===== src/assert_macros.svh =====
// Assertion macros shared by the RTL of the staged parameter table.
// Users must have clk_i and rst_ni in scope; define ASSERT_OFF to drop them.
`ifndef ASSERT_MACROS_SVH
`define ASSERT_MACROS_SVH
`ifndef ASSERT_OFF
// Checked only while out of reset.
`define ASSERT_RST(lbl, prop, msg) \
  lbl: assert property (@(posedge clk_i) disable iff (!rst_ni) prop) else $error(msg);
// Checked at every edge, reset included.
`define ASSERT_ALWAYS(lbl, prop, msg) \
  lbl: assert property (@(posedge clk_i) prop) else $error(msg);
`else
`define ASSERT_RST(lbl, prop, msg)
`define ASSERT_ALWAYS(lbl, prop, msg)
`endif
`endif


===== src/spt_pkg.sv =====
// Package of the staged parameter table: widths, codes and request structs.
// Used by the interfaces, the storage modules and the top level.
`default_nettype none
package spt_pkg;

  localparam int TABLE_ENTRIES_DEF = 5400;
  localparam int STAGE_DEPTH_DEF   = 16;

  localparam int OPCODE_W  = 2;
  localparam int IDX_W     = 13;
  localparam int WORD_W    = 64;
  localparam int STATUS_W  = 2;
  localparam int PEND_W    = 5;
  // Enough pointer bits for the deepest staging buffer (64 entries).
  localparam int STG_PTR_W = 6;

  typedef enum logic [OPCODE_W-1:0] {
    OP_READ   = 2'd0,
    OP_STAGE  = 2'd1,
    OP_SET    = 2'd2,
    OP_COMMIT = 2'd3
  } opcode_e;

  typedef enum logic [STATUS_W-1:0] {
    ST_OK        = 2'd0,
    ST_BAD_INDEX = 2'd1,
    ST_FULL      = 2'd2
  } status_e;

  // Single-port table access: a write when we is set, otherwise a read.
  typedef struct packed {
    logic              we;
    logic [IDX_W-1:0]  addr;
    logic [WORD_W-1:0] wdata;
  } tbl_req_t;

  // Staging buffer access: one write and one read address per cycle.
  typedef struct packed {
    logic                 we;
    logic [STG_PTR_W-1:0] waddr;
    logic [IDX_W-1:0]     windex;
    logic [WORD_W-1:0]    wvalue;
    logic [STG_PTR_W-1:0] raddr;
  } stg_req_t;

endpackage
`default_nettype wire


===== src/spt_stage_buf.sv =====
// Staging buffer of index/value pairs, one write and one registered read per cycle.
// Depends on spt_pkg for the request struct.
`default_nettype none
module spt_stage_buf #(
  parameter int STAGE_DEPTH = spt_pkg::STAGE_DEPTH_DEF
) (
  input  wire logic                       clk_i,
  input  wire spt_pkg::stg_req_t          req_i,
  output logic [spt_pkg::IDX_W-1:0]       rd_index_o,
  output logic [spt_pkg::WORD_W-1:0]      rd_value_o
);

  localparam int SPW = (STAGE_DEPTH > 1) ? $clog2(STAGE_DEPTH) : 1;

  logic [spt_pkg::IDX_W-1:0]  idx_mem [STAGE_DEPTH];
  logic [spt_pkg::WORD_W-1:0] val_mem [STAGE_DEPTH];
  logic [spt_pkg::IDX_W-1:0]  rd_index_q;
  logic [spt_pkg::WORD_W-1:0] rd_value_q;

  always_ff @(posedge clk_i) begin
    if (req_i.we) begin
      idx_mem[req_i.waddr[SPW-1:0]] <= req_i.windex;
      val_mem[req_i.waddr[SPW-1:0]] <= req_i.wvalue;
    end
    rd_index_q <= idx_mem[req_i.raddr[SPW-1:0]];
    rd_value_q <= val_mem[req_i.raddr[SPW-1:0]];
  end

  assign rd_index_o = rd_index_q;
  assign rd_value_o = rd_value_q;

endmodule
`default_nettype wire


===== config.mk =====
export PLATFORM = sky130hd
export DESIGN_NAME = spt_stage_buf
export DESIGN_NICKNAME = d
export VERILOG_FILES = /design/src/assert_macros.svh /design/src/spt_pkg.sv /design/src/spt_stage_buf.sv
export SDC_FILE = /design/constraint.sdc
export NUM_CORES = 1
export LEC_CHECK = 0
export ABC_AREA = 1
export BUFFER_PORTS_ARGS = -buffer_cell sky130_fd_sc_hd__buf_2
export CORE_AREA = 3 3 351 353
export DETAILED_ROUTE_END_ITERATION = 8
export DIE_AREA = 0 0 354 356
export PLACE_DENSITY = 0.57
export SLEW_MARGIN = 25
export SYNTH_ARGS = -nofsm -noshare
export SYNTH_HDL_FRONTEND = slang
export SYNTH_SLANG_ARGS = --single-unit

===== constraint.sdc =====
create_clock -name clk_i -period 7.48 [get_ports clk_i]
set_input_delay 0.748 -clock clk_i [delete_from_list [all_inputs] [get_ports clk_i]]
set_output_delay 0.748 -clock clk_i [all_outputs]
set_load 0.03 [all_outputs]

After elaboration in Yosys (flattened, before gate mapping)
Memory sizes are Yosys's and may differ from the RTL's. A register that Yosys moved wholly into a read port is not among the register bits. Cells that the tools add are included.

Input port bits: 91. Word-level logic and storage cells: 4. Bits in writable memories: 1232. Register bits: 0. Memories: 2. Output and inout bits: 77.

Multiplexer cells: 2.

Memories: val_mem (depth 16, width 64, read ports 1, clocked after memory_dff 1, write ports 1, RTL line spt_stage_buf.sv:16) `logic [spt_pkg::WORD_W-1:0] val_mem [STAGE_DEPTH];`; idx_mem (depth 16, width 13, read ports 1, clocked after memory_dff 1, write ports 1, RTL line spt_stage_buf.sv:15) `logic [spt_pkg::IDX_W-1:0] idx_mem [STAGE_DEPTH];`.

Operators with widths (number): $mux 1 (2).

Longest topological paths before layout
Gate-level depths: netlist of the first run.

Word-level depth: 2. Gate-level depth with buffers: 10. Gate-level depth less buffers: 7.

Worst setup path before layout of the first run
No wires, ideal clock.

Path type: input -> register. From: input port req_i[83] (netlist name). To: memory idx_mem[13][0] (netlist name), enable pin. Buffers on the path: 0. Slack: 2.800 ns. Data required time: 6.967 ns. Stages on the path: 4. Setup time: 0.513 ns. Data arrival time: 4.167 ns. Path through: inv_1 nor2_1 nand2_1 nor2_1.

RTL lines: start: declaration (RTL line spt_stage_buf.sv:8) `input wire spt_pkg::stg_req_t req_i,`; end: declaration (RTL line spt_stage_buf.sv:15).

No word-level cell before the write port.

==> results of run 1 <==
-- critical path, stage by stage --
cell and delay, ps:
buf_8 570, buf_4 890, buf_4 830, nand2_1 130
nand3_1 120, nand3_1 90, nand3_1 130, nand2_1 200
-- metrics by stage --
step / std cells / hold WS [ps] / instance area [um^2] / total power (uW)
after floorplan: 5062 / 607.4 / 54160 / 9030
after global placement: 6633 / 636.4 / 56270 / 9386
after detailed placement: 6634 / 637.7 / 56290 / 9400
after CTS: 6886 / 323.9 / 60600 / 15920
after global routing: 6896 / 361.4 / 60660 / 16310
final: 6900 / 380.1 / 60670 / 15750
-- Yosys cell counts --
library cell	number	area, um^2
buf_1	39	146.4
buf_2	119	595.6
buf_4	36	270.3
buf_6	12	135.1
clkbuf_1	49	183.9
dfxtp_1	77	1541
edfxtp_1	1232	37000
inv_1	928	3483
inv_2	3	11.26
nand2_1	1623	6092
nand3_1	926	4634
nor2_1	18	67.56
-- sequential cells by signal, indices dropped and copies added, names as in the netlist --
name        count
rd_value_o     64
val_mem      1024
rd_index_o     13
idx_mem       208
-- cell type report --
class                           count  area [um^2]  share of cell area, %
Multi-Input combinational cell   2567        10910                  17.99
Timing Repair Buffer              216         1335                  2.200
Antenna cell                       13        32.53                0.05362
Clock buffer                      197         3924                  6.467
Clock inverter                     55        386.6                 0.6372
Tap cell                         1612         2017                  3.324
Inverter                          931         3525                  5.809
Sequential cell                  1309        38540                  63.52
-- routing by layer --
metal	GRT usage, %	routed length (um)	vias to the layer above
li1	-	-	16570
met1	28.36	58960	16210
met2	33.94	61480	878
met3	3.368	7370	199
met4	6.913	3291	10
met5	0	80	-
-- power by group through the flow --
stage	Clock, uW	Sequential, uW	Combinational (uW)
2_1_floorplan	0	8500	531
3_3_place_gp	0	8400	984
3_5_place_dp	0	8410	995
4_1_cts	6670	8250	998
5_1_grt	6950	8260	1100
6_report	6510	8250	986
-- worst min path at each step --
stage / start / slack (ps) / to
floorplan: idx_mem[10][0]$_DFFE_PP_ / 610 / rd_index_o[0]$_DFF_P_
global placement: val_mem[10][4]$_DFFE_PP_ / 640 / rd_value_o[4]$_DFF_P_
detailed placement: val_mem[10][46]$_DFFE_PP_ / 640 / rd_value_o[46]$_DFF_P_
CTS: req_i[11] / 320 / val_mem[13][5]$_DFFE_PP_
global route: req_i[17] / 360 / val_mem[15][11]$_DFFE_PP_
finish: req_i[52] / 380 / val_mem[1][46]$_DFFE_PP_
-- cell families (layout without fill, tap and decap cells) --
group	after synthesis	after routing	share of synthesized area, %
buf+inv	1186	1399	8.911
other cells	0	13	0
flops	1309	1309	71.16
simple gates	2567	2567	19.93
==> reports/metrics.yaml, run 1 <==
layout:
  layout-drive-gt1-share_pct: 7.905
  fin_util_pct: 50.50
  layout_commonest_cell: "nand2_1"
  finalNetCount: 5256
  final_cell_mix: "1623 x nand2_1, 1232 x edfxtp_1, 927 x inv_1"
  n_fill_cell: 10590
  syn2layout_area_growth_pct: 12.03
critical_path:
  path_class: "input pin to flop"
  r2r_slack_ps: 6300
  cp.required_ps: 8040
  cp-start-kind: "input pin"
  ff2ff_path_depth: 6
  end_kind: "flop"
  r2r-start: "val_mem[3][24]$_DFFE_PP_"
  crit_path_max_fanout: 117
  critPathCapture: "rd_value_o[24]$_DFF_P_"
  reg2reg_to: "rd_value_o[24]$_DFF_P_"
  critPathArrivalTime_ps: 3790
  cp-startpoint: "req_i[0]"
pwr:
  clockPowerShare_pct: 41.4
  swShare_pct: 22.31
  seq_power_share_pct: 52.4
  p_leak_uw: 0.02575
  switchingPower_uw: 3514
  ir_drop_mv: 0.2230
  p_comb_share_pct: 6.3
  cell_internal_pwr_uw: 12230
  p_per_area_nw_per_um2: 259.6
timing:
  setup_ws_ps: 4242
  setup_violations: 0
  slew_headroom_pct: 27.84
  rsz0062_at_grt: "false"
  period_share_pct: 43.29
  final.setup_skew_ps: 19.38
  worstMarginPinSlew_ps: 1082
  fmax_mhz: 308.9
  tns_ps: 0
  min_period_ps: 3238
  slew_viol_final: 0
  hold_viol: 0
yosys:
  syn_inst: 5062
  syn_area_um2: 54160
  ys_warn_count: 0
  syn_avg_cell_area_um2: 10.70
  ys_types: 12
  syn_nets: 5153
  synth-seq-area-share_pct: 71.16
  synth.ff_latch_count: 1309
global_route:
  grt_overflow: 0
  antenna_found_initial: 23
  grt_usage_pct: 20.74
  grt_max_degree: 167
  grt_pass1_vias: 32380
  grt_pass1_wl_um: 198000
placement:
  hpwl_um: 60380
  gp_congestion: 0.7113
  io_buffers: 163
  pre_cts_slack_ps: 3443
cts:
  ctsLongestPathBuffers: 3
  cts_tree: "yes"
  cts_root_buf: "clkbuf_16"
  cts.sinks: 1309
  ctsHoldBuffers: 0
  post_cts.repair.setup_buffers: 0
  cts.clk_slew.worst_paths_ps: 60
  worstSkewPairLatency_ps: 740
  ctsResizeCount: 0
  htree_levels: 4
  numCtsBuffers: 140
detailed_routing:
  via_count: 33860
  wl_um: 131200
  dr.first_iter.drc_count: 2730
  viasPerCell: 4.908
  drc_errors: 0
  routedWlPerCell_um: 19.01
  dr.pass1.iters: 6
  antenna_left: 0
status:
  status: "complete, no violations"
flow_run:
  maxCapViolations: 0
die:
  die_h_um: 356
  die_area_um2: 126000
  boundaryPins: 168
  start_util_pct: 45.08
  row_count: 127
  die-width_um: 354
  coreArea_um2: 120100
min_path:
  hold_depth: 1
  hold_class: "input pin to flop"
(Power assumes the default switching activity.)
==> run 2, diff against run 1 <==
--- a/config.mk
+++ b/config.mk
@@ -10,7 +10,7 @@
 export CORE_AREA = 3 3 351 353
 export DETAILED_ROUTE_END_ITERATION = 8
 export DIE_AREA = 0 0 354 356
-export PLACE_DENSITY = 0.57
+export PLACE_DENSITY = 0.59
 export SLEW_MARGIN = 25
 export SYNTH_ARGS = -nofsm -noshare
 export SYNTH_HDL_FRONTEND = slang
==> constraint.sdc (replaced) <==
create_clock -name clk_i -period 2.8 [get_ports clk_i]
set_input_delay 0.28 -clock clk_i [delete_from_list [all_inputs] [get_ports clk_i]]
set_output_delay 0.28 -clock clk_i [all_outputs]
set_load 0.03 [all_outputs]
==> reports/metrics.yaml, run 2 (synthesized netlist as in run 1, its figures left out) <==
critical_path:
  path_cells: "buf_2"
  cp.required_ps: 2520
  crit_family: "flip-flops"
  critPathArrivalTime_ps: 1400
  path_class: "flop to output pin"
  crit_path_max_fanout: 1
  max_stage_delay_ps: 430
  cp-start-kind: "flop"
  cp_num_buf_inv: 1
  end_kind: "output pin"
  cp_slowest_cell: "dfxtp_1"
global_route:
  grt_max_degree: 124
  grt_pass1_vias: 33460
  grt_pass1_wl_um: 202000
  antenna_found_initial: 13
  grt_usage_pct: 21.10
  grt_overflow: 0
min_path:
  hold_class: "input pin to flop"
cts:
  htree_levels: 4
  numCtsBuffers: 142
  ctsLongestPathBuffers: 3
  ctsResizeCount: 0
  cts_root_buf: "clkbuf_16"
  cts_tree: "yes"
  cts.sinks: 1309
  cts.clk_slew.worst_paths_ps: 60
  worstSkewPairLatency_ps: 750
pwr:
  switchingPower_uw: 9595
  swShare_pct: 22.37
  seq_power_share_pct: 51.4
  cell_internal_pwr_uw: 33300
  ir_drop_mv: 0.6214
  p_comb_share_pct: 6.6
  clockPowerShare_pct: 42.0
  p_leak_uw: 0.02647
  p_per_area_nw_per_um2: 687.5
flow_run:
  maxCapViolations: 0
layout:
  layout_commonest_cell: "nand2_1"
  layout-drive-gt1-share_pct: 8.558
  final_cell_mix: "1623 x nand2_1, 1232 x edfxtp_1, 927 x inv_1"
  syn2layout_area_growth_pct: 15.22
  fin_cells: 7010
  largest_reg_flops: 1024
  finalNetCount: 5362
timing:
  final.setup_skew_ps: 31.31
  hold_viol: 0
  setup_violations: 0
  rsz0062_at_grt: "false"
  worstMarginPinSlew_ps: 787.9
  slew_viol_final: 0
  period_share_pct: 60.08
  min_period_ps: 1682
  tns_ps: 0
  fmax_mhz: 594.4
  hold_slack_ps: 92.57
  slew_headroom_pct: 47.47
status:
  status: "complete, no violations"
detailed_routing:
  drc_errors: 0
  dr.pass1.iters: 6
  via_count: 34870
  wl_um: 133200
  routedWlPerCell_um: 19.01
  antenna_left: 0
  viasPerCell: 4.975
  dr.first_iter.drc_count: 3068
die:
  boundaryPins: 168
  row_count: 127
  die-width_um: 354
  start_util_pct: 45.08
  die_area_um2: 126000
  die_h_um: 356
  coreArea_um2: 120100
placement:
  io_buffers: 163
  dp.cells: 6662
  hpwl_um: 64120
  gp_congestion: 0.7241
==> run 2: metal layers <==
| metal | up-vias | global-route usage, % | part of all wire, % | routed length (um) |
|---|---|---|---|---|
| li1 | 16790 | - | - | - |
| met1 | 16730 | 27.94 | 42 | 56530 |
| met2 | 1099 | 35.39 | 48 | 64220 |
| met3 | 252 | 3.757 | 6.6 | 8775 |
| met4 | 4 | 6.922 | 2.8 | 3670 |
| met5 | - | 0 | 0.020 | 27 |
==> run 2: power by group through the flow <==
stage | registers [uW] | clock network (uW) | logic (uW)
3_5_place_dp | 22500 | 0 | 2750
4_1_cts | 22000 | 18400 | 2860
2_1_floorplan | 22700 | 0 | 1420
6_report | 22000 | 18000 | 2830
3_3_place_gp | 22400 | 0 | 2720
5_1_grt | 22100 | 19100 | 3140
==> run 2: timing repair <==
item                                   4_1_cts  5_1_grt
hold buffers                                77        0
setup buffers                                0        0
endpoints found under the hold margin     1232        0
==> run 2: final cells by class <==
type                       count  area [um^2]
fill                       10360        57730
sequential                  1309        38540
multi-input combinational   2567        10910
clock buffer                 197         3913
inverter                     931         3522
timing repair buffer         320         2910
tap                         1612         2017
clock inverter                63        560.5
antenna                       11        27.53
==> run 2: stage by stage <==
step	worst slack, ps	power [uW]	util [%]	instance area (um^2)
5_1_grt	1064	44360	51.93	62380
3_3_place_gp	753.4	25170	47.56	57130
6_report	1118	42900	51.94	62400
2_1_floorplan	-166.0	24110	-	54200
4_1_cts	1061	43290	51.92	62370
3_5_place_dp	765.5	25210	47.56	57130
==> run 2: path summary, 6_finish.rpt <==
path	start	depth (start not counted)	endpoint	slack, ps
max	rd_value_o[42]$_DFF_P_	1	rd_value_o[42]	1120
min	req_i[3]	4	rd_index_o[0]$_DFF_P_	90
max reg2reg	idx_mem[3][1]$_DFFE_PP_	6	rd_index_o[1]$_DFF_P_	1690
min reg2reg	val_mem[10][6]$_DFFE_PP_	6	rd_value_o[6]$_DFF_P_	650
